`src/rtl/ssrpg_pkg.sv`:
```
package ssrpg_pkg;

    // screen and sprite geometry
    localparam int GRID_COLS = 64;
    localparam int GRID_ROWS = 16;
    localparam int SPR_H     = 7;
    localparam int SPR_W     = 7;
    localparam int ROW_W     = 36;
    localparam int N_ELEM    = 9;
    localparam int BAND_ROW  = (GRID_ROWS - SPR_H) / 2;
    localparam int DOT_ROW   = BAND_ROW + SPR_H / 2;
    localparam int DOT_COL   = 1;

    localparam int COL_W    = 6;
    localparam int ROWIDX_W = 4;
    localparam int OFS_W    = 6;
    localparam int ELEM_W_B = 4;
    localparam int COLOR_W  = 24;
    localparam int CFG_IDX_W = 4;

    // request kinds carried on the input tuser
    typedef enum logic {
        REQ_QUERY = 1'b0,
        REQ_TICK  = 1'b1
    } req_type_t;

    // configuration register indexes
    typedef enum logic [CFG_IDX_W-1:0] {
        CFG_MODE          = 4'd0,
        CFG_SCROLL_PERIOD = 4'd1,
        CFG_ANIM_PERIOD   = 4'd2,
        CFG_MONO_COLOR    = 4'd3,
        CFG_CHOMPER_COLOR = 4'd4,
        CFG_GHOST_A_COLOR = 4'd5,
        CFG_GHOST_B_COLOR = 4'd6,
        CFG_DOT_COLOR     = 4'd7
    } cfg_index_t;

    // mode register bits
    localparam int MODE_COLOR_BIT   = 0;
    localparam int MODE_REVERSE_BIT = 1;

    // element kinds along the row
    typedef enum logic [1:0] {
        KIND_CHOMPER = 2'd0,
        KIND_GAP     = 2'd1,
        KIND_DOT     = 2'd2,
        KIND_GHOST   = 2'd3
    } kind_t;

    localparam logic [ELEM_W_B-1:0] GHOST_A_ELEM = 4'd5;

    typedef logic [5:0] elem_width_arr_t [N_ELEM];
    typedef kind_t elem_kind_arr_t [N_ELEM];
    typedef logic [SPR_W-1:0] sprite_t [2][SPR_H];

    localparam elem_width_arr_t ELEM_WIDTH = '{
        6'd7, 6'd2, 6'd3, 6'd3, 6'd3, 6'd7, 6'd2, 6'd7, 6'd2
    };
    localparam elem_kind_arr_t ELEM_KIND = '{
        KIND_CHOMPER, KIND_GAP, KIND_DOT, KIND_DOT, KIND_DOT,
        KIND_GHOST, KIND_GAP, KIND_GHOST, KIND_GAP
    };

    localparam sprite_t CHOMPER_SPR = '{
        '{7'h1C, 7'h3E, 7'h7C, 7'h70, 7'h7C, 7'h3E, 7'h1C},
        '{7'h1C, 7'h3E, 7'h7E, 7'h7F, 7'h7E, 7'h3E, 7'h1C}
    };
    localparam sprite_t GHOST_SPR = '{
        '{7'h1C, 7'h3E, 7'h6B, 7'h7F, 7'h7F, 7'h7F, 7'h55},
        '{7'h1C, 7'h3E, 7'h6B, 7'h7F, 7'h7F, 7'h7F, 7'h2A}
    };

    // colour set handed to the pixel lookup
    typedef struct packed {
        logic               colored;
        logic [COLOR_W-1:0] mono;
        logic [COLOR_W-1:0] chomper;
        logic [COLOR_W-1:0] ghost_a;
        logic [COLOR_W-1:0] ghost_b;
        logic [COLOR_W-1:0] dot;
    } palette_t;

    typedef struct packed {
        logic                found;
        logic [ELEM_W_B-1:0] elem;
        logic [2:0]          local_col;
    } elem_hit_t;

    // compare the pattern column against each element's fixed span in parallel
    function automatic elem_hit_t find_elem(logic [5:0] pc);
        elem_hit_t hit;
        int        start;
        hit   = '0;
        start = 0;
        for (int i = 0; i < N_ELEM; i++) begin
            if (pc >= 6'(start) && pc < 6'(start + int'(ELEM_WIDTH[i]))) begin
                hit.found     = 1'b1;
                hit.elem      = ELEM_W_B'(i);
                hit.local_col = 3'(pc - 6'(start));
            end
            start = start + int'(ELEM_WIDTH[i]);
        end
        return hit;
    endfunction

endpackage

```
`src/rtl/ssrpg_pixel.sv`:
```
module ssrpg_pixel
    import ssrpg_pkg::*;
(
    input  logic [COL_W-1:0]    column,
    input  logic [ROWIDX_W-1:0] row,
    input  logic [OFS_W-1:0]    scroll_offset,
    input  logic                anim_frame,
    input  palette_t            palette,
    output logic                lit,
    output logic [COLOR_W-1:0]  color
);

    logic [6:0]          sum;
    logic [5:0]          pc;
    elem_hit_t           hit;
    kind_t               kind;
    logic                in_grid;
    logic                in_band;
    logic [2:0]          spr_row;
    logic [SPR_W-1:0]    bits;
    logic [COLOR_W-1:0]  own;

    // pattern column modulo row width
    assign sum = {1'b0, column} + {1'b0, scroll_offset};

    always_comb
    begin
        if (sum >= 7'(2 * ROW_W))
            pc = 6'(sum - 7'(2 * ROW_W));
        else if (sum >= 7'(ROW_W))
            pc = 6'(sum - 7'(ROW_W));
        else
            pc = sum[5:0];
    end

    assign hit     = find_elem(pc);
    assign in_grid = (int'(column) < GRID_COLS) && (int'(row) < GRID_ROWS);
    assign in_band = (int'(row) >= BAND_ROW) && (int'(row) < BAND_ROW + SPR_H);
    assign spr_row = 3'(row - ROWIDX_W'(BAND_ROW));

    // sprite row and element colour
    always_comb
    begin
        kind = KIND_GAP;
        bits = '0;
        own  = palette.chomper;
        if (hit.found && int'(hit.elem) < N_ELEM)
            kind = ELEM_KIND[hit.elem];
        if (in_band && int'(spr_row) < SPR_H) begin
            case (kind)
                KIND_CHOMPER: begin
                    bits = CHOMPER_SPR[anim_frame][spr_row];
                    own  = palette.chomper;
                end
                KIND_GHOST: begin
                    bits = GHOST_SPR[anim_frame][spr_row];
                    own  = (hit.elem == GHOST_A_ELEM) ? palette.ghost_a : palette.ghost_b;
                end
                default: begin
                    bits = '0;
                    own  = palette.chomper;
                end
            endcase
        end
    end

    // lit decision and colour select
    always_comb
    begin
        lit   = 1'b0;
        color = '0;
        if (in_grid) begin
            if (kind == KIND_DOT) begin
                if (int'(hit.local_col) == DOT_COL && int'(row) == DOT_ROW) begin
                    lit   = 1'b1;
                    color = palette.colored ? palette.dot : palette.mono;
                end
            end
            else if (kind != KIND_GAP && in_band && int'(hit.local_col) < SPR_W) begin
                if (bits[3'(SPR_W - 1) - hit.local_col]) begin
                    lit   = 1'b1;
                    color = palette.colored ? own : palette.mono;
                end
            end
        end
    end

endmodule

```
`src/rtl/scrolling_sprite_row_pixel_gen_unit.sv`:
```
// channel   direction  word contents (lowest bit first)
// s_axis    in         tdata: column[5:0], row[9:6]; tuser: req_type (1 = tick)
// m_axis    out        tdata: red[7:0], green[15:8], blue[23:16]; tuser: lit
// cfg       in         cfg_index selects register, cfg_data[23:0] is written
//
// one word per cycle sustained while the result channel is not stalled; a query
// result passes the input register, then the result register via the sprite lookup
// a tick leaves no result word; it updates the scroll and animation counters
// as it leaves the input register, so later queries see the new state
// rst_n clears all control state and loads the register defaults
// a stalled result register holds the input register, which still takes a
// word if it is empty or holds a tick
module scrolling_sprite_row_pixel_gen_unit
    import ssrpg_pkg::*;
(
    input  logic                 clk,
    input  logic                 rst_n,
    input  logic                 s_axis_tvalid,
    output logic                 s_axis_tready,
    input  logic [15:0]          s_axis_tdata,   // column[5:0], row[9:6], zero fill
    input  logic                 s_axis_tuser,   // req_type
    output logic                 m_axis_tvalid,
    input  logic                 m_axis_tready,
    output logic [23:0]          m_axis_tdata,   // red[7:0], green[15:8], blue[23:16]
    output logic                 m_axis_tuser,   // lit
    input  logic                 cfg_valid,
    output logic                 cfg_ready,
    input  logic [CFG_IDX_W-1:0] cfg_index,
    input  logic [23:0]          cfg_data
);

    // configuration registers
    logic [1:0]         mode_reg;
    logic [7:0]         scroll_period_reg;
    logic [7:0]         anim_period_reg;
    logic [COLOR_W-1:0] mono_color_reg;
    logic [COLOR_W-1:0] chomper_color_reg;
    logic [COLOR_W-1:0] ghost_a_color_reg;
    logic [COLOR_W-1:0] ghost_b_color_reg;
    logic [COLOR_W-1:0] dot_color_reg;

    // scroll and animation state
    logic [OFS_W-1:0]   scroll_offset_reg;
    logic [OFS_W-1:0]   scroll_offset_next;
    logic [7:0]         scroll_count_reg;
    logic [7:0]         scroll_count_next;
    logic [7:0]         anim_count_reg;
    logic [7:0]         anim_count_next;
    logic               anim_frame_reg;
    logic               anim_frame_next;

    // input register
    logic                in_valid_reg;
    req_type_t           in_type_reg;
    logic [COL_W-1:0]    in_col_reg;
    logic [ROWIDX_W-1:0] in_row_reg;

    // result register
    logic               out_valid_reg;
    logic               out_lit_reg;
    logic [COLOR_W-1:0] out_color_reg;

    logic               in_advance;
    logic               do_tick;
    logic               do_query;
    logic               s_accept;
    logic               pix_lit;
    logic [COLOR_W-1:0] pix_color;
    palette_t           palette;
    logic [7:0]         scroll_inc;
    logic [7:0]         anim_inc;

    // handshake
    assign in_advance    = !in_valid_reg || (in_type_reg == REQ_TICK)
                           || !out_valid_reg || m_axis_tready;
    assign s_axis_tready = in_advance;
    assign s_accept      = s_axis_tvalid && s_axis_tready;
    assign do_tick       = in_valid_reg && (in_type_reg == REQ_TICK);
    assign do_query      = in_valid_reg && (in_type_reg == REQ_QUERY) && in_advance;
    assign cfg_ready     = 1'b1;

    // configuration writes
    always_ff @(posedge clk or negedge rst_n)
    begin
        if (!rst_n) begin
            mode_reg          <= 2'd0;
            scroll_period_reg <= 8'd4;
            anim_period_reg   <= 8'd1;
            mono_color_reg    <= 24'h00FF00;
            chomper_color_reg <= 24'hFFFF55;
            ghost_a_color_reg <= 24'hFF5555;
            ghost_b_color_reg <= 24'h55FFFF;
            dot_color_reg     <= 24'hFFB950;
        end
        else if (cfg_valid && cfg_ready) begin
            case (cfg_index)
                CFG_MODE:          mode_reg          <= cfg_data[1:0];
                CFG_SCROLL_PERIOD: scroll_period_reg <= cfg_data[7:0];
                CFG_ANIM_PERIOD:   anim_period_reg   <= cfg_data[7:0];
                CFG_MONO_COLOR:    mono_color_reg    <= cfg_data;
                CFG_CHOMPER_COLOR: chomper_color_reg <= cfg_data;
                CFG_GHOST_A_COLOR: ghost_a_color_reg <= cfg_data;
                CFG_GHOST_B_COLOR: ghost_b_color_reg <= cfg_data;
                CFG_DOT_COLOR:     dot_color_reg     <= cfg_data;
                default: ;
            endcase
        end
    end

    // tick: scroll step and frame toggle
    assign scroll_inc = scroll_count_reg + 8'd1;
    assign anim_inc   = anim_count_reg + 8'd1;

    always_comb
    begin
        scroll_count_next  = scroll_inc;
        scroll_offset_next = scroll_offset_reg;
        if (scroll_inc >= scroll_period_reg || scroll_inc == 8'd0) begin
            scroll_count_next = 8'd0;
            if (mode_reg[MODE_REVERSE_BIT])
                scroll_offset_next = (scroll_offset_reg == '0) ? OFS_W'(ROW_W - 1)
                                                               : scroll_offset_reg - 6'd1;
            else
                scroll_offset_next = (scroll_offset_reg >= OFS_W'(ROW_W - 1)) ? '0
                                                               : scroll_offset_reg + 6'd1;
        end
        anim_count_next = anim_inc;
        anim_frame_next = anim_frame_reg;
        if (anim_inc >= anim_period_reg || anim_inc == 8'd0) begin
            anim_count_next = 8'd0;
            anim_frame_next = !anim_frame_reg;
        end
    end

    always_ff @(posedge clk or negedge rst_n)
    begin
        if (!rst_n) begin
            scroll_offset_reg <= '0;
            scroll_count_reg  <= '0;
            anim_count_reg    <= '0;
            anim_frame_reg    <= 1'b0;
        end
        else if (do_tick) begin
            scroll_offset_reg <= scroll_offset_next;
            scroll_count_reg  <= scroll_count_next;
            anim_count_reg    <= anim_count_next;
            anim_frame_reg    <= anim_frame_next;
        end
    end

    // input register
    always_ff @(posedge clk or negedge rst_n)
    begin
        if (!rst_n)
            in_valid_reg <= 1'b0;
        else if (in_advance)
            in_valid_reg <= s_axis_tvalid;
    end

    always_ff @(posedge clk)
    begin
        if (s_accept) begin
            in_type_reg <= req_type_t'(s_axis_tuser);
            in_col_reg  <= s_axis_tdata[5:0];
            in_row_reg  <= s_axis_tdata[9:6];
        end
    end

    // sprite lookup
    assign palette = '{
        colored: mode_reg[MODE_COLOR_BIT],
        mono:    mono_color_reg,
        chomper: chomper_color_reg,
        ghost_a: ghost_a_color_reg,
        ghost_b: ghost_b_color_reg,
        dot:     dot_color_reg
    };

    ssrpg_pixel u_pixel (
        .column        (in_col_reg),
        .row           (in_row_reg),
        .scroll_offset (scroll_offset_reg),
        .anim_frame    (anim_frame_reg),
        .palette       (palette),
        .lit           (pix_lit),
        .color         (pix_color)
    );

    // result register
    always_ff @(posedge clk or negedge rst_n)
    begin
        if (!rst_n)
            out_valid_reg <= 1'b0;
        else if (do_query)
            out_valid_reg <= 1'b1;
        else if (m_axis_tready)
            out_valid_reg <= 1'b0;
    end

    always_ff @(posedge clk)
    begin
        if (do_query) begin
            out_lit_reg   <= pix_lit;
            out_color_reg <= pix_color;
        end
    end

    assign m_axis_tvalid = out_valid_reg;
    assign m_axis_tuser  = out_lit_reg;
    assign m_axis_tdata  = {out_color_reg[7:0], out_color_reg[15:8], out_color_reg[23:16]};

`ifndef SYNTHESIS
    // offset always inside the row pattern
    a_offset_range: assert property (@(posedge clk) disable iff (!rst_n)
        scroll_offset_reg < OFS_W'(ROW_W))
        else $error("scroll offset out of range");

    // offset moves only on a tick
    a_offset_only_on_tick: assert property (@(posedge clk) disable iff (!rst_n)
        !do_tick |=> $stable(scroll_offset_reg))
        else $error("scroll offset changed without a tick");

    // a tick never raises a result word
    a_tick_no_word: assert property (@(posedge clk) disable iff (!rst_n)
        (do_tick && !out_valid_reg) |=> !m_axis_tvalid)
        else $error("tick produced a result word");

    // unlit pixels carry a zero colour
    a_unlit_black: assert property (@(posedge clk) disable iff (!rst_n)
        (m_axis_tvalid && !m_axis_tuser) |-> (m_axis_tdata == '0))
        else $error("unlit pixel with non-zero colour");
`endif

endmodule

```
`config.mk`:
```
export PLATFORM = sky130hd
export DESIGN_NAME = scrolling_sprite_row_pixel_gen_unit
export DESIGN_NICKNAME = d
export VERILOG_FILES = /design/src/rtl/ssrpg_pkg.sv /design/src/rtl/ssrpg_pixel.sv /design/src/rtl/scrolling_sprite_row_pixel_gen_unit.sv
export SDC_FILE = /design/constraint.sdc
export NUM_CORES = 1
export LEC_CHECK = 0
export BUFFER_PORTS_ARGS = -buffer_cell sky130_fd_sc_hd__buf_2
export CORE_MARGIN = 2
export CORE_UTILIZATION = 65
export DETAILED_ROUTE_END_ITERATION = 10
export PLACE_DENSITY = 0.81
export SYNTH_ARGS = -nofsm -noshare
export SYNTH_HDL_FRONTEND = slang
export SYNTH_SLANG_ARGS = --single-unit
```
`constraint.sdc`:
```
create_clock -name clk -period 18.8 [get_ports clk]
set_input_delay 3.76 -clock clk [delete_from_list [all_inputs] [get_ports clk]]
set_output_delay 3.76 -clock clk [all_outputs]
set_load 0.005 [all_outputs]
```
# Yosys cells after proc, flatten, opt, wreduce, memory -nomap -nowiden
# Memory sizes are Yosys's and may differ from the RTL's.
# Cells that the tools add are included.
# op_classes
add_sub_neg	17
order_cmp	32
n_eq_ne	13
mux	50
bitwise_logic	4
reduce_logical	43
# ops
op	count
2-to-1 mux 24 bit	9
2-to-1 mux 49 bit	4
2-to-1 mux 8 bit	11
binary-select mux 7 bit (select 3 bit)	2
2-to-1 mux 7 bit	6
2-to-1 mux 30 bit	1
2-to-1 mux 6 bit	5
== test 4 x 3 -> 1 bit, second input constant	5
AND reduction 2 bit	10
logical AND 1 bit	19
>= comparator 6 x 4 -> 1 bit, second input constant	3
>= comparator 6 x 5 -> 1 bit, second input constant	3
less-than comparator 6 x 4 -> 1 bit, second input constant	3
less-than comparator 6 x 5 -> 1 bit, second input constant	3
adder 8 x 1 -> 8 bit, second input constant	2
>= comparator 8 bit	2
logical NOT 8 bit	2
case mux 7 bit (2 select lines)	1
>= comparator 6 bit, second input constant	2
less-than comparator 6 bit, second input constant	2
subtractor 3 bit, second input constant	4
subtractor 3 x 2 -> 3 bit, second input constant	3
== test 4 x 2 -> 1 bit, second input constant	2
less-than comparator 4 bit, second input constant	2
36 further kinds	53
# word_totals
reg_bits	199
rom_bits	32
input_bits	50
output_inout_bits	28
wordCells	179
memories	1
# mem_list
name	depth	width	rd	rd_clocked_by_memory_dff	wr	line	rtl
(name not given)	16	2	1	0	0	ssrpg_pixel.sv:48	kind = ELEM_KIND[hit.elem];

# Longest topological paths before layout
# logic_depth
ltp_word	28
ltp_mapped	32
depth_no_buf	30

# Modules after synthesis
# From an unflattened synthesis, not the netlist that was laid out.
# unflattened
hier_cells	999
hier_area_um2	11549.8
# modules_own_cells
module	instances	cells_each	area_each_um2	seq_area_each_um2
scrolling_sprite_row_pixel_gen_unit	1	598	8526.9	5261.3
ssrpg_pixel	1	401	3022.9	0.0

# Worst setup path after synthesis
# Ideal clock, no wire load.
# synth_path
kind	input-to-output
startpoint	in m_axis_tready
endpoint	out s_axis_tready
arrival_ps	4095
required_time_ps	15040
setup_slack_ps	10945
stages	3
n_path_buf	0
path_cell_list	nand2b_1 > nor2_1 > inv_1
# synth_via
elab_chain_cells	1
# synth_rtl
element	line	rtl
start, declared	scrolling_sprite_row_pixel_gen_unit.sv:23	input logic m_axis_tready,
logical OR 1 bit	scrolling_sprite_row_pixel_gen_unit.sv:75	|| !out_valid_reg || m_axis_tready;
end, declared	scrolling_sprite_row_pixel_gen_unit.sv:19	output logic s_axis_tready,
# Every way passes these cells.

# Final worst setup path
# Ends and elaborated chain as after synthesis.

==> impl_results.rst <==
.. list-table::
   :header-rows: 1

   * - Metric
     - Value
   * - Result of the run
     - finished clean
   * - Worst Skew
     - slightly above 9 ps
   * - Effective utilization at floorplan
     - 66.77%
   * - Post-synthesis async set-or-reset flop share
     - around four fifths
   * - Latest clock arrival within the worst-skew pair
     - 440 ps
   * - Library cell with the largest summed area after synthesis
     - sky130_fd_sc_hd__dfstp_2
   * - Clock Path Buffers
     - 2
   * - Class of the most critical hold timing path
     - reg2reg
   * - Post-Syn Nets
     - 1,071
   * - Pin count of the biggest net entering global routing
     - 87
   * - Antenna Cells
     - 0
   * - Startpoint class of the critical path
     - input port
   * - Synth top area cells
     - sky130_fd_sc_hd__dfstp_2, sky130_fd_sc_hd__dfrtp_1, sky130_fd_sc_hd__mux2_2
   * - Count of warnings emitted by yosys
     - 0
   * - Wire length of the first global-routing pass
     - a little under 40 mm
   * - Library cell appearing most often on the critical path
     - sky130_fd_sc_hd__buf_2
   * - Type of element capturing the critical path
     - output pin
   * - Core occupancy in the finished layout
     - around 73%
   * - Clock root cell
     - sky130_fd_sc_hd__clkbuf_16
   * - Post-detailed-placement half-perimeter wirelength
     - 14.70 mm
   * - Share of post-route cells with drive strength above 1
     - between 30% and 40%
   * - Count leader, synth
     - sky130_fd_sc_hd__mux2_2
   * - Mean instance size in the synthesized netlist
     - 11.39 um^2
   * - CP Max Fanout
     - 3
   * - Maximum achievable frequency
     - between 100 and 150 MHz
   * - Count of final max-slew check failures
     - 0
   * - Post-route fraction of the period consumed by the critical path
     - 43.11%
   * - Total routing usage reported by global routing
     - a little over a quarter
   * - Setup fix buffers added after clock tree synthesis
     - 0
   * - X dimension of the die
     - approximately 130 um
   * - DR WL/cell
     - 18.87 um
   * - Top FF cell, synth
     - sky130_fd_sc_hd__dfrtp_1
   * - Count of TritonRoute iterations in the first routing pass
     - 5
   * - Chip Height
     - between 100 and 150 um
   * - Residual overflow from global routing
     - 0
   * - Setup-violating endpoint count in the final report
     - 0
   * - Sequential area share after synthesis
     - 47.18%
   * - Antenna violations before repair
     - 1
   * - Minimum clock period
     - 8105 ps
   * - Yosys top cell area share
     - 19.08%
   * - Detailed router's first-iteration violation count
     - 588
   * - Worst Path Required
     - between 15,000 and 20,000 ps
   * - Sum Neg Setup Slack
     - 0 ps
   * - Clock transition at the registers of the reported paths
     - 70 ps
   * - Clock sink count
     - 199
   * - Slew Limit Headroom
     - 22.27%
   * - Critical setup path kind
     - in2out
   * - Final weighted congestion in routability-driven placement
     - 0.8804
   * - Distinct cell type count after synthesis
     - 84
   * - Total via count after detailed routing
     - 7,905
   * - CP max-delay cell
     - sky130_fd_sc_hd__nand2b_1
   * - Inserted Clock Buffers
     - 17
   * - Post-cts hold buffer count
     - 0
   * - H-Tree Depth
     - 4
   * - Final net count
     - roughly 1.1k
   * - Standard-cell row count
     - 47
   * - Vias in the first global route
     - 7,655
   * - Total die area
     - 18,220 um^2
   * - Clock tree from TritonCTS
     - built
   * - Number of max-cap violations
     - 0
   * - Post-synth EDFFs
     - 36
   * - Fill cell count
     - approximately 1.2k
   * - Synthesized flop and latch total
     - 199
   * - Port Buf Inserts
     - 70
   * - Worst slew pin tran
     - ~1200 ps
   * - Instance count of the mapped netlist
     - 979
   * - RSZ-0062 raised after global routing
     - false
   * - Hold violation count in the final report
     - 0
   * - PostCTS Resize Cnt
     - 0
   * - Via density
     - 6.279
   * - Worst path cell trace
     - buf_2 > nand2b_1 > nor2_1 > inv_1 > buf_2
   * - Data arrival, critical path
     - around 4300 ps
   * - Cell Area, Synth
     - 11,150 um^2
   * - Synthesis-to-finish area growth
     - 9.749%
   * - Detail Route Antenna Nets
     - 0
   * - Final routed DRC violation total
     - 0
   * - Top post-synthesis cells by count
     - sky130_fd_sc_hd__mux2_2, sky130_fd_sc_hd__dfrtp_1, sky130_fd_sc_hd__dfstp_2
   * - Area of the core
     - 16,700 um^2
   * - Delay contributed by the slowest stage of the critical path
     - roughly 160 ps
   * - Routed Wire Length
     - roughly 24 mm
   * - Top-level I/O count
     - 78
path summary, 6_finish.rpt:
| kind | startpoint | depth (start not counted) | to | slack (ps) |
|---|---|---|---|---|
| max | m_axis_tready | 5 | s_axis_tready | 10700 |
| min | mono_color_reg[4]$_DFFE_PN0P_ | 1 | mono_color_reg[4]$_DFFE_PN0P_ | 500 |
| max reg2reg | scroll_offset_reg[0]$_DFFE_PN0P_ | 29 | out_color_reg[21]$_DFFE_PP_ | 11410 |
| min reg2reg | mono_color_reg[4]$_DFFE_PN0P_ | 1 | mono_color_reg[4]$_DFFE_PN0P_ | 500 |
| max in group asynchronous | rst_n | 2 | mono_color_reg[1]$_DFFE_PN0P_ | 13980 |
| min in group asynchronous | rst_n | 1 | scroll_count_reg[0]$_DFFE_PN0P_ | 3380 |
critical path: cells and delay by family:
| family | cells | cell delay, ps |
|---|---|---|
| buffers and inverters | 3 | 260 |
| and+or+nand+nor | 2 | 310 |
logic make-up (layout without fill, tap and decap cells):
| group | after synthesis | count (layout) | synth area share [%] |
|---|---|---|---|
| and+or+nand+nor | 254 | 254 | 11.89 |
| buffers and inverters | 92 | 152 | 3.635 |
| adders and majority gates | 42 | 42 | 4.780 |
| other | 1 | 1 | 0.03363 |
| muxes | 175 | 175 | 17.45 |
| xor gates and xnor gates | 16 | 16 | 1.257 |
| AOI/OAI and AO/OA | 200 | 200 | 13.78 |
| DFF | 199 | 199 | 47.18 |
layout make-up:
| class | count | area (um^2) | area share [%] |
|---|---|---|---|
| multi-input cells | 688 | 5522 | 45.11 |
| flip-flops and latches | 199 | 5261 | 42.99 |
| clock buffers | 21 | 471.7 | 3.854 |
| repair buffers | 80 | 431.7 | 3.527 |
| well taps | 220 | 275.3 | 2.249 |
| inverters | 40 | 150.1 | 1.227 |
| clock inverters | 11 | 127.6 | 1.043 |
metrics by stage:
step | worst slack [ps] | cells | cell area, um^2 | hold slack (ps)
floorplan | 10940 | 979 | 11150 | 463.1
global placement | 10710 | 1227 | 11640 | 476.3
CTS | 10690 | 1259 | 12240 | 504.1
detailed placement | 10690 | 1227 | 11640 | 487.6
global route | 10590 | 1259 | 12240 | 519.5
finish | 10700 | 1259 | 12240 | 500.6
placed cells by master, fill, tap and decap left out, types with 12 or more instances in the layout:
cell type,synthesis,final
sky130_fd_sc_hd__a21oi_1,56,56
sky130_fd_sc_hd__a22o_1,27,27
sky130_fd_sc_hd__a32o_1,24,24
sky130_fd_sc_hd__buf_2,3,69
sky130_fd_sc_hd__clkbuf_16,0,18
sky130_fd_sc_hd__dfrtp_1,82,82
sky130_fd_sc_hd__dfstp_2,81,81
sky130_fd_sc_hd__edfxtp_1,36,36
sky130_fd_sc_hd__ha_1,41,41
sky130_fd_sc_hd__inv_1,39,39
sky130_fd_sc_hd__mux2_2,140,140
sky130_fd_sc_hd__mux2i_1,31,31
sky130_fd_sc_hd__nand2_1,56,56
sky130_fd_sc_hd__nand2b_1,12,12
sky130_fd_sc_hd__nand3_1,30,30
sky130_fd_sc_hd__nor2_1,63,61
sky130_fd_sc_hd__nor2b_1,37,35
sky130_fd_sc_hd__o21ai_0,32,32
routing by layer:
layer	GRT usage [%]	routed length [um]	vias to the layer above
li1	-	-	3686
met1	36.61	10230	3935
met2	45.35	11920	252
met3	3.979	1230	32
met4	7.465	375	0
met5	0	0	-
Power is left out: the tool's default activity adds up to more than one toggle a clock period on the data nets, which glitch-free logic cannot reach.
